File: src/hw/rtl/tlep_pkg.sv
// ----------------------------------------------------------------------------
// tlep_pkg: shared types and constants
// Sizes, codes, register map and helpers for the two-lane exclusion step engine.
// ----------------------------------------------------------------------------
package tlep_pkg;

	// lattice size and counter width
	localparam int NSITES      = 1024;
	localparam int COUNT_WIDTH = 32;
	localparam int AW          = $clog2(NSITES);
	localparam int CNT_W       = $clog2(NSITES + 1);

	// field widths
	localparam int SITE_W  = 11;
	localparam int FRAC_W  = 16;
	localparam int PROB_W  = 17;
	localparam int COUP_W  = 18;
	localparam int OBS_W   = 16;
	localparam int RATE_W  = 20;
	localparam int OUT_CNT_W  = 32;
	localparam int IN_DATA_W  = 32;
	localparam int OUT_DATA_W = 40;

	localparam int ONE_FIX = 65536;

	// configuration port
	localparam int NUM_REGS = 6;
	localparam int PADDR_W  = $clog2(4 * NUM_REGS);
	localparam int REG_IDX_W = PADDR_W - 2;

	localparam logic [REG_IDX_W-1:0] REG_INJ_A    = REG_IDX_W'(0);
	localparam logic [REG_IDX_W-1:0] REG_REM_A    = REG_IDX_W'(1);
	localparam logic [REG_IDX_W-1:0] REG_INJ_B    = REG_IDX_W'(2);
	localparam logic [REG_IDX_W-1:0] REG_REM_B    = REG_IDX_W'(3);
	localparam logic [REG_IDX_W-1:0] REG_COUPLING = REG_IDX_W'(4);
	localparam logic [REG_IDX_W-1:0] REG_OBS      = REG_IDX_W'(5);

	localparam logic [PROB_W-1:0] RST_INJ_A    = PROB_W'(19661);
	localparam logic [PROB_W-1:0] RST_REM_A    = PROB_W'(39322);
	localparam logic [PROB_W-1:0] RST_INJ_B    = PROB_W'(6554);
	localparam logic [PROB_W-1:0] RST_REM_B    = PROB_W'(52429);
	localparam logic [COUP_W-1:0] RST_COUPLING = COUP_W'(65536);
	localparam logic [OBS_W-1:0]  RST_OBS      = OBS_W'(100);

	// item kinds
	localparam logic [1:0] KIND_STEP  = 2'd0;
	localparam logic [1:0] KIND_WRITE = 2'd1;
	localparam logic [1:0] KIND_READ  = 2'd2;

	// event codes
	typedef enum logic [1:0] {
		EV_NONE = 2'd0,
		EV_INJ  = 2'd1,
		EV_REM  = 2'd2,
		EV_HOP  = 2'd3
	} event_t;

	typedef struct packed {
		logic [PROB_W-1:0] inj_a;
		logic [PROB_W-1:0] rem_a;
		logic [PROB_W-1:0] inj_b;
		logic [PROB_W-1:0] rem_b;
		logic [COUP_W-1:0] coupling;
		logic [OBS_W-1:0]  obs;
	} cfg_t;

	// sequencer to lattice
	typedef struct packed {
		logic          occ_we;
		logic [AW-1:0] occ_waddr;
		logic [1:0]    occ_wdata;   // {lane B, lane A}
		logic [AW-1:0] raddr0;
		logic [AW-1:0] raddr1;
		logic          sweep_start;
	} lat_cmd_t;

	// lattice to sequencer
	typedef struct packed {
		logic                     busy;
		logic [1:0]               occ_rd0;
		logic [1:0]               occ_rd1;
		logic [2*COUNT_WIDTH-1:0] dens_rd; // {lane B, lane A}
	} lat_sts_t;

	function automatic logic [COUNT_WIDTH-1:0] sat_inc(input logic [COUNT_WIDTH-1:0] c);
		return (&c) ? c : c + COUNT_WIDTH'(1);
	endfunction

	// clamp a counter to the 32-bit readout
	function automatic logic [OUT_CNT_W-1:0] readout(input logic [COUNT_WIDTH-1:0] c);
		logic [63:0] w;
		w = 64'(c);
		return (w > 64'hFFFF_FFFF) ? 32'hFFFF_FFFF : w[OUT_CNT_W-1:0];
	endfunction

endpackage

File: src/hw/rtl/tlep_cmp.sv
// ----------------------------------------------------------------------------
// tlep_cmp: acceptance comparator
// Shared registered compare used for injection, removal and hop tests.
// ----------------------------------------------------------------------------
module tlep_cmp (
	input  logic                       clk,
	input  logic                       load,
	input  logic [tlep_pkg::RATE_W-1:0] lhs,
	input  logic [tlep_pkg::RATE_W-1:0] rhs,
	output logic                       le
);
	import tlep_pkg::*;

	logic [RATE_W-1:0] lhs_q;
	logic [RATE_W-1:0] rhs_q;

	always_ff @(posedge clk) begin
		if (load) begin
			lhs_q <= lhs;
			rhs_q <= rhs;
		end
	end

	assign le = (lhs_q <= rhs_q);

endmodule

File: config.mk
export PLATFORM = sky130hd
export DESIGN_NAME = tlep_cmp
export DESIGN_NICKNAME = d
export VERILOG_FILES = /design/src/hw/rtl/tlep_pkg.sv /design/src/hw/rtl/tlep_cmp.sv
export SDC_FILE = /design/constraint.sdc
export NUM_CORES = 1
export LEC_CHECK = 0
export ABC_AREA = 1
export BUFFER_PORTS_ARGS = -buffer_cell sky130_fd_sc_hd__buf_4
export CORE_ASPECT_RATIO = 2
export CORE_MARGIN = 2
export CORE_UTILIZATION = 43
export CTS_BUF_LIST = sky130_fd_sc_hd__clkbuf_8
export CTS_CLUSTER_DIAMETER = 50
export DETAILED_ROUTE_END_ITERATION = 8
export PLACE_DENSITY = 0.66
export SLEW_MARGIN = 20
export SYNTH_ARGS = -nofsm -noshare
export SYNTH_HDL_FRONTEND = slang
export SYNTH_SLANG_ARGS = --single-unit
File: constraint.sdc
create_clock -name clk -period 1.6 [get_ports clk]
set_input_delay 0.16 -clock clk [delete_from_list [all_inputs] [get_ports clk]]
set_output_delay 0.16 -clock clk [all_outputs]
set_load 0.05 [all_outputs]
* Word-level counts from Yosys, hierarchy flattened
Index checks and enable logic that the tools add are counted.
** Word-level totals
- Register bits after elaboration :: 40
- Latch bits :: 0
- Bits in writable memories :: 0
- Memory bits (read-only) :: 0
- Input bits :: 42
- Output and inout bits :: 1
- Logic and storage cells :: 3
- Memories :: 0
** Operators by class
- Add/subtract/negate cells :: 0
- $mul :: 0
- Divide/modulo/power cells :: 0
- Magnitude comparators :: 1
- Equal/unequal tests :: 0
- Shifts and indexed selects :: 0
- Muxes and demuxes :: 0
- Bitwise operators :: 0
- Reductions and logical operators :: 0
** Operators by type and width (number)
- <= comparator 20 bit :: 1

* Logic depth before layout (Yosys ltp)
- Depth in word-level cells :: 1
- Depth in mapped cells :: 11
- Mapped depth without buffers :: 11

* Least setup slack after synthesis
OpenSTA, ideal clock, no wires.
- Path type :: flip-flop to output port
- From :: reg lhs_q[19]
- To :: out le
- Arrival time :: 1.432 ns
- Required time :: 1.440 ns
- Path slack :: 0.008 ns
- Cell stages (with the launch flop) :: 8
- Buffers on the path :: 0
- Cells stage by stage :: edfxtp_1 > ha_1 > nand2_1 > nor2_2 > nand2_2 > nor2_2 > nand4_1 > nand2_1
** Between the ends
- Longest elaborated chain between the ends :: 1
** Ends and longest elaborated chain
- start, declared :: line tlep_cmp.sv:14 : logic [RATE_W-1:0] lhs_q;
- start signal, assigned :: line tlep_cmp.sv:19 : lhs_q <= lhs;
- <= comparator 20 bit :: line tlep_cmp.sv:24 : assign le = (lhs_q <= rhs_q);
- end, declared :: line tlep_cmp.sv:10 : output logic le
No other way between the ends.

* Worst setup path after layout
- From :: reg lhs_q[17]
- To :: out le
The elaborated chain is that of the path after synthesis.

==> summary.md <==
| Metric | Value |
|---|---|
| Failing checks | `negative setup slack` |
| # DRC | `0` |
| Initial antenna violation count | `0` |
| Leakage | `1.08 nW` |
| Register area share after synthesis | `67.8%` |
| Max clock buf depth | `2` |
| Die span in y | `94.7 µm` |
| Hold buffers post-CTS | `0` |
| FILL cells | `363` |
| CTS clk-pin slew, worst paths | `70 ps` |
| CP Data Required Time | `1440 ps` |
| Crit path buffers/inverters | `1` |
| Delay of the slowest critical-path stage | `370 ps` |
| RSZ-0062 raised after global routing | `true` |
| Final hold viol count | `0` |
| Complex-gate fraction of the synthesized area | `2.90%` |
| P&R area growth vs syn | `30.5%` |
| Max Cap Viol | `0` |
| Slowest cell on crit path | `edfxtp_1` |
| Max VDD drop | `0.000665 V` |
| Netlist Area Pre-Place | `1770 µm²` |
| Yosys cell types | `13` |
| Layout cells sized above 1 | `34.4%` |
| RD Place Congestion | `0.671` |
| Initial core utilization | `44.2%` |
| Yosys reg bits | `40` |
| Total track usage | `12.0%` |
| CP max FO | `2` |
| First-pass GRT wire length | `4210 µm` |
| Status | `complete, but fails checks` |
| Total CTS buffers | `5` |
| H-tree levels | `2` |
| # rows | `33` |
| Delay-heaviest family, CP | `simple AND/OR/NAND/NOR gates` |
| GR Overflow Total | `0` |
| NumNets Final | `248` |
| Wire per inst | `10.2 µm` |
| Hpwl dp | `1810 µm` |
| Routed Antenna Nets | `0` |
| Hold WC Path Type | `in -> reg` |
| Clk sinks | `40` |
| Pwr dens | `955 nW/µm²` |
| IO Pins | `43` |
| Proportion of synthesized area in mux cells | `0%` |
| Post-Syn Instances | `136` |
| Xor/xnor share of the synthesized area | `0%` |
| Routed wire length | `2420 µm` |
| Total vias in the final route | `1062` |
| Count of final max-slew check failures | `0` |
| Arrival @ worst endpoint | `1710 ps` |
| Main combinational cell family by area after synthesis | `adder cells` |
| Synthesized Nets | `198` |
| CP Class | `reg -> out` |
| Die X | `49.4 µm` |
| Synth Area in Simple Gates | `8.76%` |
| Setup-failing EPs final | `1` |
| Vias/cell | `4.46` |
| Core Area | `4010 µm²` |
| # port buffers | `42` |
| Largest net degree at the start of global routing | `41` |
| CTS Root Buffer Type | `clkbuf_8` |
| Number of global-route vias before repair | `1061` |
| FF/Latch Area | `1200 µm²` |
| Worst setup SP type | `flop` |
| N_diodes | `0` |
| Post-synthesis average cell area | `13.0 µm²` |
| Area occupied by multi-input gates | `523 µm²` |
| PnR worst setup slack | `-266 ps` |
| Max Fclk | `0.536 GHz` |
| CP dominant cell by count | `nand2_2` |
| 1st-pass router iterations | `2` |
| Final worst path period share | `117%` |
| Cell chain of the critical path | `ha_1, nand2_1, nor2_2, nand2_2, nor2_4, nand4_1, nand2_2, buf_8` |
| Synth Area in Adders | `14.1%` |
| Die ar. | `4680 µm²` |
| DRT iter0 DRCs | `18` |
| Placed Cells | `230` |
| Synth warn | `0` |
| CTS tree | `yes` |
| Critical Path End Type | `output pin` |
| Min Tclk post-route | `1870 ps` |
| Worst-margin pin slew | `489 ps` |
| Final Hold Slack | `51.8 ps` |
| Non-Filler Instances | `238` |
| Max_slew headroom | `67.4%` |
synthesized netlist by cell type, drive strengths merged:
cell type | number | area, µm²
edfxtp | 40 | 1200
inv | 29 | 109
nand2 | 29 | 111
ha | 20 | 250
a21oi | 7 | 35.0
nor2 | 6 | 27.5
a21o | 1 | 7.51
clkinv | 1 | 3.75
nand3 | 1 | 10.0
nand4 | 1 | 6.26
o21ai | 1 | 8.76
final timing paths:
kind,from,end,slack [ps],depth (start not counted)
worst max-delay path,lhs_q[17]$_DFFE_PP_,le,-270,8
worst min-delay path,lhs[17],lhs_q[17]$_DFFE_PP_,50,1
routing by layer:
layer | track usage (%) | up-vias | wire length [µm] | part of all wire, %
met1 | 12.0 | 478 | 903 | 37
met2 | 22.0 | 32 | 1330 | 55
met5 | 0 | - | 0 | 0
li1 | - | 548 | - | -
met3 | 3.48 | 4 | 163 | 6.7
met4 | 6.25 | 0 | 28 | 1.2
through the flow:
step | total power [mW] | TNS, ps | utilization, % | instance area, µm² | setup WS (ps)
4_1_cts | 2.24 | -294 | 57.2 | 2290 | -294
3_3_place_gp | 1.59 | -9.09 | 53.7 | 2150 | -9.09
2_1_floorplan | 1.45 | 0 | - | 1770 | 8.41
6_report | 2.21 | -266 | 57.7 | 2310 | -266
5_1_grt | 2.34 | -401 | 57.7 | 2310 | -401
3_5_place_dp | 1.59 | -72.2 | 53.7 | 2150 | -72.2
flip-flops by register name, indices dropped and copies added (netlist names):
name and flops:
lhs_q 20, rhs_q 20
where the power goes:
group          switching (mW)  internal [mW]
combinational           0.174          0.176
sequential             0.0240           1.25
clock                   0.297          0.289
total                   0.495           1.71
layout by cell type, fill, tap and decap left out:
cell type,n
nor2_2,2
clkinv_1,1
nor2_4,2
nand2_4,2
edfxtp_1,40
inv_1,30
a21oi_2,1
nand2_2,4
buf_4,42
a21o_1,1
clkinv_2,1
nor2_1,2
o21ai_2,1
a21oi_1,6
nand2_1,23
ha_1,18
nand4_1,1
ha_4,2
nand3_2,1
buf_8,1
clkbuf_8,5
cell families (layout without fill, tap and decap cells):
kind of cell    Yosys count  count (layout)
compound gates            9               9
fa+ha+maj                20              20
buf+inv                  30              80
flops                    40              40
simple gates             37              37
cell type report:
class,instances,share of cell area (%)
clock buffers,5,2.98
clock inverters,2,0.379
inverters,30,4.88
multi-input cells,66,22.6
flip-flops and latches,40,52.0
well taps,52,2.82
repair buffers,43,14.3
repair_timing:
action / in CTS / in global routing
hold endpoints to repair: 0 / 0
resized for setup: 13 / 3
endpoints found under the setup margin: 1 / 1
buffers inserted: 0 / 1
pin swaps: 9 / 1
No activity file was read; power rests on OpenSTA's default activity.
