==> config.mk <==
export PLATFORM = sky130hd
export DESIGN_NAME = tlep_cfg
export DESIGN_NICKNAME = d
export VERILOG_FILES = /design/src/hw/rtl/tlep_pkg.sv /design/src/hw/rtl/tlep_cfg.sv
export SDC_FILE = /design/constraint.sdc
export NUM_CORES = 1
export LEC_CHECK = 0
export BUFFER_PORTS_ARGS = -buffer_cell sky130_fd_sc_hd__buf_2
export CAP_MARGIN = 20
export CORE_MARGIN = 4
export CORE_UTILIZATION = 30
export DETAILED_ROUTE_END_ITERATION = 8
export SLEW_MARGIN = 20
export SYNTH_ARGS = -nofsm -noshare
export SYNTH_HDL_FRONTEND = slang
export SYNTH_SLANG_ARGS = --single-unit
==> constraint.sdc <==
create_clock -name clk -period 1.8 [get_ports clk]
set_input_delay 0.18 -clock clk [delete_from_list [all_inputs] [get_ports clk]]
set_output_delay 0.18 -clock clk [all_outputs]
set_load 0.1 [all_outputs]
==> src/hw/rtl/tlep_pkg.sv <==
// ----------------------------------------------------------------------------
// tlep_pkg: shared types and constants
// Sizes, codes, register map and helpers for the two-lane exclusion step engine.
// ----------------------------------------------------------------------------
package tlep_pkg;

	// lattice size and counter width
	localparam int NSITES      = 1024;
	localparam int COUNT_WIDTH = 32;
	localparam int AW          = $clog2(NSITES);
	localparam int CNT_W       = $clog2(NSITES + 1);

	// field widths
	localparam int SITE_W  = 11;
	localparam int FRAC_W  = 16;
	localparam int PROB_W  = 17;
	localparam int COUP_W  = 18;
	localparam int OBS_W   = 16;
	localparam int RATE_W  = 20;
	localparam int OUT_CNT_W  = 32;
	localparam int IN_DATA_W  = 32;
	localparam int OUT_DATA_W = 40;

	localparam int ONE_FIX = 65536;

	// configuration port
	localparam int NUM_REGS = 6;
	localparam int PADDR_W  = $clog2(4 * NUM_REGS);
	localparam int REG_IDX_W = PADDR_W - 2;

	localparam logic [REG_IDX_W-1:0] REG_INJ_A    = REG_IDX_W'(0);
	localparam logic [REG_IDX_W-1:0] REG_REM_A    = REG_IDX_W'(1);
	localparam logic [REG_IDX_W-1:0] REG_INJ_B    = REG_IDX_W'(2);
	localparam logic [REG_IDX_W-1:0] REG_REM_B    = REG_IDX_W'(3);
	localparam logic [REG_IDX_W-1:0] REG_COUPLING = REG_IDX_W'(4);
	localparam logic [REG_IDX_W-1:0] REG_OBS      = REG_IDX_W'(5);

	localparam logic [PROB_W-1:0] RST_INJ_A    = PROB_W'(19661);
	localparam logic [PROB_W-1:0] RST_REM_A    = PROB_W'(39322);
	localparam logic [PROB_W-1:0] RST_INJ_B    = PROB_W'(6554);
	localparam logic [PROB_W-1:0] RST_REM_B    = PROB_W'(52429);
	localparam logic [COUP_W-1:0] RST_COUPLING = COUP_W'(65536);
	localparam logic [OBS_W-1:0]  RST_OBS      = OBS_W'(100);

	// item kinds
	localparam logic [1:0] KIND_STEP  = 2'd0;
	localparam logic [1:0] KIND_WRITE = 2'd1;
	localparam logic [1:0] KIND_READ  = 2'd2;

	// event codes
	typedef enum logic [1:0] {
		EV_NONE = 2'd0,
		EV_INJ  = 2'd1,
		EV_REM  = 2'd2,
		EV_HOP  = 2'd3
	} event_t;

	typedef struct packed {
		logic [PROB_W-1:0] inj_a;
		logic [PROB_W-1:0] rem_a;
		logic [PROB_W-1:0] inj_b;
		logic [PROB_W-1:0] rem_b;
		logic [COUP_W-1:0] coupling;
		logic [OBS_W-1:0]  obs;
	} cfg_t;

	// sequencer to lattice
	typedef struct packed {
		logic          occ_we;
		logic [AW-1:0] occ_waddr;
		logic [1:0]    occ_wdata;   // {lane B, lane A}
		logic [AW-1:0] raddr0;
		logic [AW-1:0] raddr1;
		logic          sweep_start;
	} lat_cmd_t;

	// lattice to sequencer
	typedef struct packed {
		logic                     busy;
		logic [1:0]               occ_rd0;
		logic [1:0]               occ_rd1;
		logic [2*COUNT_WIDTH-1:0] dens_rd; // {lane B, lane A}
	} lat_sts_t;

	function automatic logic [COUNT_WIDTH-1:0] sat_inc(input logic [COUNT_WIDTH-1:0] c);
		return (&c) ? c : c + COUNT_WIDTH'(1);
	endfunction

	// clamp a counter to the 32-bit readout
	function automatic logic [OUT_CNT_W-1:0] readout(input logic [COUNT_WIDTH-1:0] c);
		logic [63:0] w;
		w = 64'(c);
		return (w > 64'hFFFF_FFFF) ? 32'hFFFF_FFFF : w[OUT_CNT_W-1:0];
	endfunction

endpackage

==> src/hw/rtl/tlep_cfg.sv <==
// ----------------------------------------------------------------------------
// tlep_cfg: configuration registers
// APB-style register file holding probabilities, coupling and sweep interval.
// ----------------------------------------------------------------------------
module tlep_cfg (
	input  logic                        clk,
	input  logic                        arst_n,
	input  logic                        psel,
	input  logic                        penable,
	input  logic                        pwrite,
	input  logic [tlep_pkg::PADDR_W-1:0] paddr,
	input  logic [31:0]                 pwdata,
	output logic [31:0]                 prdata,
	output logic                        pready,
	output tlep_pkg::cfg_t              cfg
);
	import tlep_pkg::*;

	cfg_t                 cfg_q;
	logic [REG_IDX_W-1:0] idx;
	logic                 wr;

	assign pready = 1'b1;
	assign idx    = paddr[PADDR_W-1:2];
	assign wr     = psel & penable & pwrite & pready;
	assign cfg    = cfg_q;

	always_ff @(posedge clk or negedge arst_n) begin
		if (!arst_n) begin
			cfg_q.inj_a    <= RST_INJ_A;
			cfg_q.rem_a    <= RST_REM_A;
			cfg_q.inj_b    <= RST_INJ_B;
			cfg_q.rem_b    <= RST_REM_B;
			cfg_q.coupling <= RST_COUPLING;
			cfg_q.obs      <= RST_OBS;
		end else if (wr) begin
			case (idx)
				REG_INJ_A:    cfg_q.inj_a    <= pwdata[PROB_W-1:0];
				REG_REM_A:    cfg_q.rem_a    <= pwdata[PROB_W-1:0];
				REG_INJ_B:    cfg_q.inj_b    <= pwdata[PROB_W-1:0];
				REG_REM_B:    cfg_q.rem_b    <= pwdata[PROB_W-1:0];
				REG_COUPLING: cfg_q.coupling <= pwdata[COUP_W-1:0];
				REG_OBS:      cfg_q.obs      <= pwdata[OBS_W-1:0];
				default: ;
			endcase
		end
	end

	always_comb begin
		case (idx)
			REG_INJ_A:    prdata = 32'(cfg_q.inj_a);
			REG_REM_A:    prdata = 32'(cfg_q.rem_a);
			REG_INJ_B:    prdata = 32'(cfg_q.inj_b);
			REG_REM_B:    prdata = 32'(cfg_q.rem_b);
			REG_COUPLING: prdata = 32'(cfg_q.coupling);
			REG_OBS:      prdata = 32'(cfg_q.obs);
			default:      prdata = '0;
		endcase
	end

endmodule

Word level (Yosys, flattened, before mapping)
Index checks and enable logic that the tools add are counted.
{"block": "totals", "register_bits": 102, "word_cells": 21, "inputBits": 42, "output_inout_bits": 135}
{"block": "op_classes", "reduce_logical": 7, "bitwise": 2, "eq_ne": 5, "muxes": 1}
{"op": "$pmux 18 s6", "n": 1}
{"op": "$reduce_and 2->1", "n": 6}
{"op": "$eq 3x2->1 const B", "n": 2}
{"op": "$eq 3x3->1 const B", "n": 2}
{"op": "$eq 3x1->1 const B", "n": 1}
{"op": "$logic_not 3->1", "n": 1}
{"op": "$and 1x1->1", "n": 2}

Longest topological paths before layout
{"block": "logic_depth", "depth_word": 3, "ltp_mapped": 6, "depth_no_buf": 3}

Least setup slack after synthesis
Ideal clock, no wire load.
{"block": "synth_path", "kind": "register -> output", "from": "register cfg_q, in the netlist cfg[33]", "to": "output prdata[17]", "path_slack_ps": -1603, "required_ps": 1620, "t_arrival_ps": 3223, "stages_incl_launch_ff": 2, "n_path_buf": 0, "path_cell_list": "dfrtp_1 > nor3b_1"}
{"block": "synth_between", "elab_chain_cells": 1}
{"element": "start: declaration", "line": "tlep_cfg.sv:19", "rtl": "cfg_t cfg_q;"}
{"element": "$pmux 18 s6", "line": "tlep_cfg.sv:50", "rtl": "case (idx)"}
{"element": "end: declaration", "line": "tlep_cfg.sv:13", "rtl": "output logic [31:0] prdata,"}
No other way between the ends.

Final worst setup path
{"block": "layout_path", "from": "register cfg_q, in the netlist cfg[85]", "to": "output prdata[0]"}
Same word-level chain as after synthesis.

==> results.cfg <==
[critical_path]
path_cells = mux2i_2 > o32ai_2 > a311o_2 > buf_12
path_buf_inv = 1
path_max_fanout = 3
reg2reg_depth = 2
cpLargestDelayFamily = flip-flops
end_kind = output port
cp_data_required_time_ps = 1620
slowest_delay_ps = 630
worst-path-stages = 4
critPathSlowestCell = dfstp_4
path_class = register to output port
start_kind = register
cp.arrival_ps = 1630

[synth]
syn_area_per_cell_um2 = 13.9
syn-cell-area_um2 = 4940
ys_ff_latch = 102
synthCells = 355
yosys_warnings = 0
synth.distinct_cells = 37
ys_seq_area_frac = 0.526

[placed_design]
io_buffers = 145
finalWeightedCongestion = 0.798
dp_slack_ps = 14.4
dp_hpwl_um = 11100
dp.cells = 728

[global_route]
antenna_found_initial = 0
grt_pass1_vias = 3851
grt-ovfl-total = 0
grt_max_degree = 56
track_usage = 0.164
grt_pass1_wl_um = 22900

[cts]
cts_tree = built
clockRootBuffer = clkbuf_16
clk_latency_ps = 350
htreeDepth = 3
cts_buffers = 9
clk_pin_slew_ps = 70
cts.sinks = 102
cts_max_path_buffers = 2

[timing]
worst_slack_ps = -11.0
drv_slew = 0
post-route-min-period_ps = 1810
setup_viol_count_final = 1
fmax_mhz = 552
period_share = 1.01
maxSlewHeadroom = 0.652
skew_ps = 0
final_hold_viol_count = 0
worst_pin_slew_ps = 526
rsz0062_at_grt = true

[floorplanning]
die_x_um = 136
io_pins = 177
die_h_um = 136
core_um2 = 16000
dieArea_um2 = 18600
start_util = 0.309
num_rows = 46

[route]
ant_nets = 0
drcViolationCount = 0
first_iter_violations = 101
drt_wl_total_um = 14900
drtPass1Iterations = 6
routedWlPerCell_um = 20.0
viasPerCell = 4.77
vias = 3557

[layout]
final_cells = 746
final_nets = 567
final_cell_mix = 126 x buf_2, 101 x mux2_2, 55 x dfrtp_2, 29 x buf_4, 28 x dfstp_4
largest_reg_flops = 102
drive_gt1_frac = 0.838
syn_to_final_growth_pct = 46.9
layout.cells.most_common = buf_2
antennaDiodeCount = 0

[run_status]
violations = negative setup slack
outcome = complete, but fails checks

[power_and_ir_drop]
powerDensity_nw_per_um2 = 1550
leakage_nw = 3.21
peakVddDrop_mv = 0.885

[min_path]
hold_depth = 2
min_path_type = input port to register

[flow_run]
max-cap-violations = 0
[power by group]
group / switching (mW) / internal, mW
clock network: 0.888 / 0.943
registers: 0.369 / 2.99
logic: 4.77 / 1.26
total: 6.02 / 5.19
[worst register-to-register path, delay by kind of cell, from the launching register on]
kind / cells / cell delay [ps]
flip-flops: 1 / 480
multiplexers: 1 / 250
buffers and inverters: 1 / 140
[area by class of cell]
| type | count | area (µm²) |
|---|---|---|
| Multi-Input combinational cell | 228 | 2540 |
| Clock buffer | 11 | 233 |
| Fill cell | 1473 | 8750 |
| Inverter | 1 | 3.75 |
| Tap cell | 216 | 270 |
| Sequential cell | 102 | 2780 |
| Clock inverter | 5 | 36.3 |
| Timing Repair Buffer | 183 | 1400 |
[kinds of logic after synthesis]
logic type             count (synthesis)  synth area share
and+or+nand+nor                       38            0.0524
AOI/OAI and AO/OA                     33            0.0491
buffers and inverters                 38            0.0464
other                                  2           0.00152
DFF                                  102             0.526
muxes                                142             0.325
[stage by stage]
stage               power, mW  hold slack [ps]  setup TNS (ps)   util  instance area [µm²]
global placement         9.36             78.6               0  0.432                 6910
floorplan                8.28             -116            -128      -                 5500
CTS                      11.3             68.5            -155  0.451                 7220
global route             11.6             64.0            -268  0.453                 7250
detailed placement       9.43             88.4               0  0.432                 6910
finish                   11.2             74.7           -11.0  0.453                 7250
[path summary, 6_finish.rpt]
check | from | endpoint | slack, ps
min in group asynchronous | arst_n | cfg[12] | 270
setup reg to reg | cfg[6] | cfg[6] | 870
hold / removal | pwdata[17] | cfg[33] | 70
hold reg to reg | cfg[13] | cfg[13] | 530
max in group asynchronous | arst_n | cfg[62] | 810
setup / recovery | cfg[85] | prdata[0] | -10
[synthesized netlist by cell type]
cell | number | area (µm²)
o21ai_0 | 2 | 10.0
nor2_1 | 2 | 7.51
nand3_1 | 4 | 20.0
mux2_4 | 10 | 150
a311o_1 | 2 | 20.0
nand3b_1 | 3 | 22.5
and3b_1 | 2 | 17.5
mux2i_1 | 26 | 260
nor3_2 | 1 | 10.0
o22ai_1 | 3 | 18.8
a211oi_1 | 1 | 7.51
dfstp_2 | 36 | 946
nor2_2 | 2 | 12.5
nand2_1 | 6 | 22.5
o32ai_1 | 1 | 8.76
o221ai_1 | 10 | 87.6
clkbuf_1 | 5 | 18.8
or3_1 | 3 | 18.8
mux2_2 | 106 | 1190
o21a_1 | 3 | 22.5
buf_4 | 17 | 128
nor2b_1 | 3 | 18.8
nand2b_1 | 3 | 18.8
buf_1 | 2 | 7.51
a21oi_1 | 6 | 30.0
inv_1 | 1 | 3.75
buf_2 | 12 | 60.1
a221oi_1 | 1 | 8.76
dfrtp_1 | 66 | 1650
nand4b_4 | 1 | 23.8
a31oi_1 | 1 | 6.26
a22oi_1 | 3 | 22.5
nand4_1 | 1 | 6.26
nor3b_1 | 5 | 37.5
buf_6 | 1 | 11.3
nor2_4 | 2 | 22.5
conb_1 | 2 | 7.51
[layer usage]
| layer | part of all wire | GRT usage |
|---|---|---|
| met4 | 0.0065 | 0.0358 |
| met2 | 0.46 | 0.249 |
| met1 | 0.47 | 0.231 |
| met5 | 0 | 0 |
| met3 | 0.066 | 0.0496 |
[repair_timing]
item	in CTS	in global routing
buffers inserted	1	0
resized for setup	3	7
setup endpoints to repair	6	9
hold buffers	1	0
pin swaps	2	1
hold endpoints to repair	19	0
(Power assumes the default switching activity.)
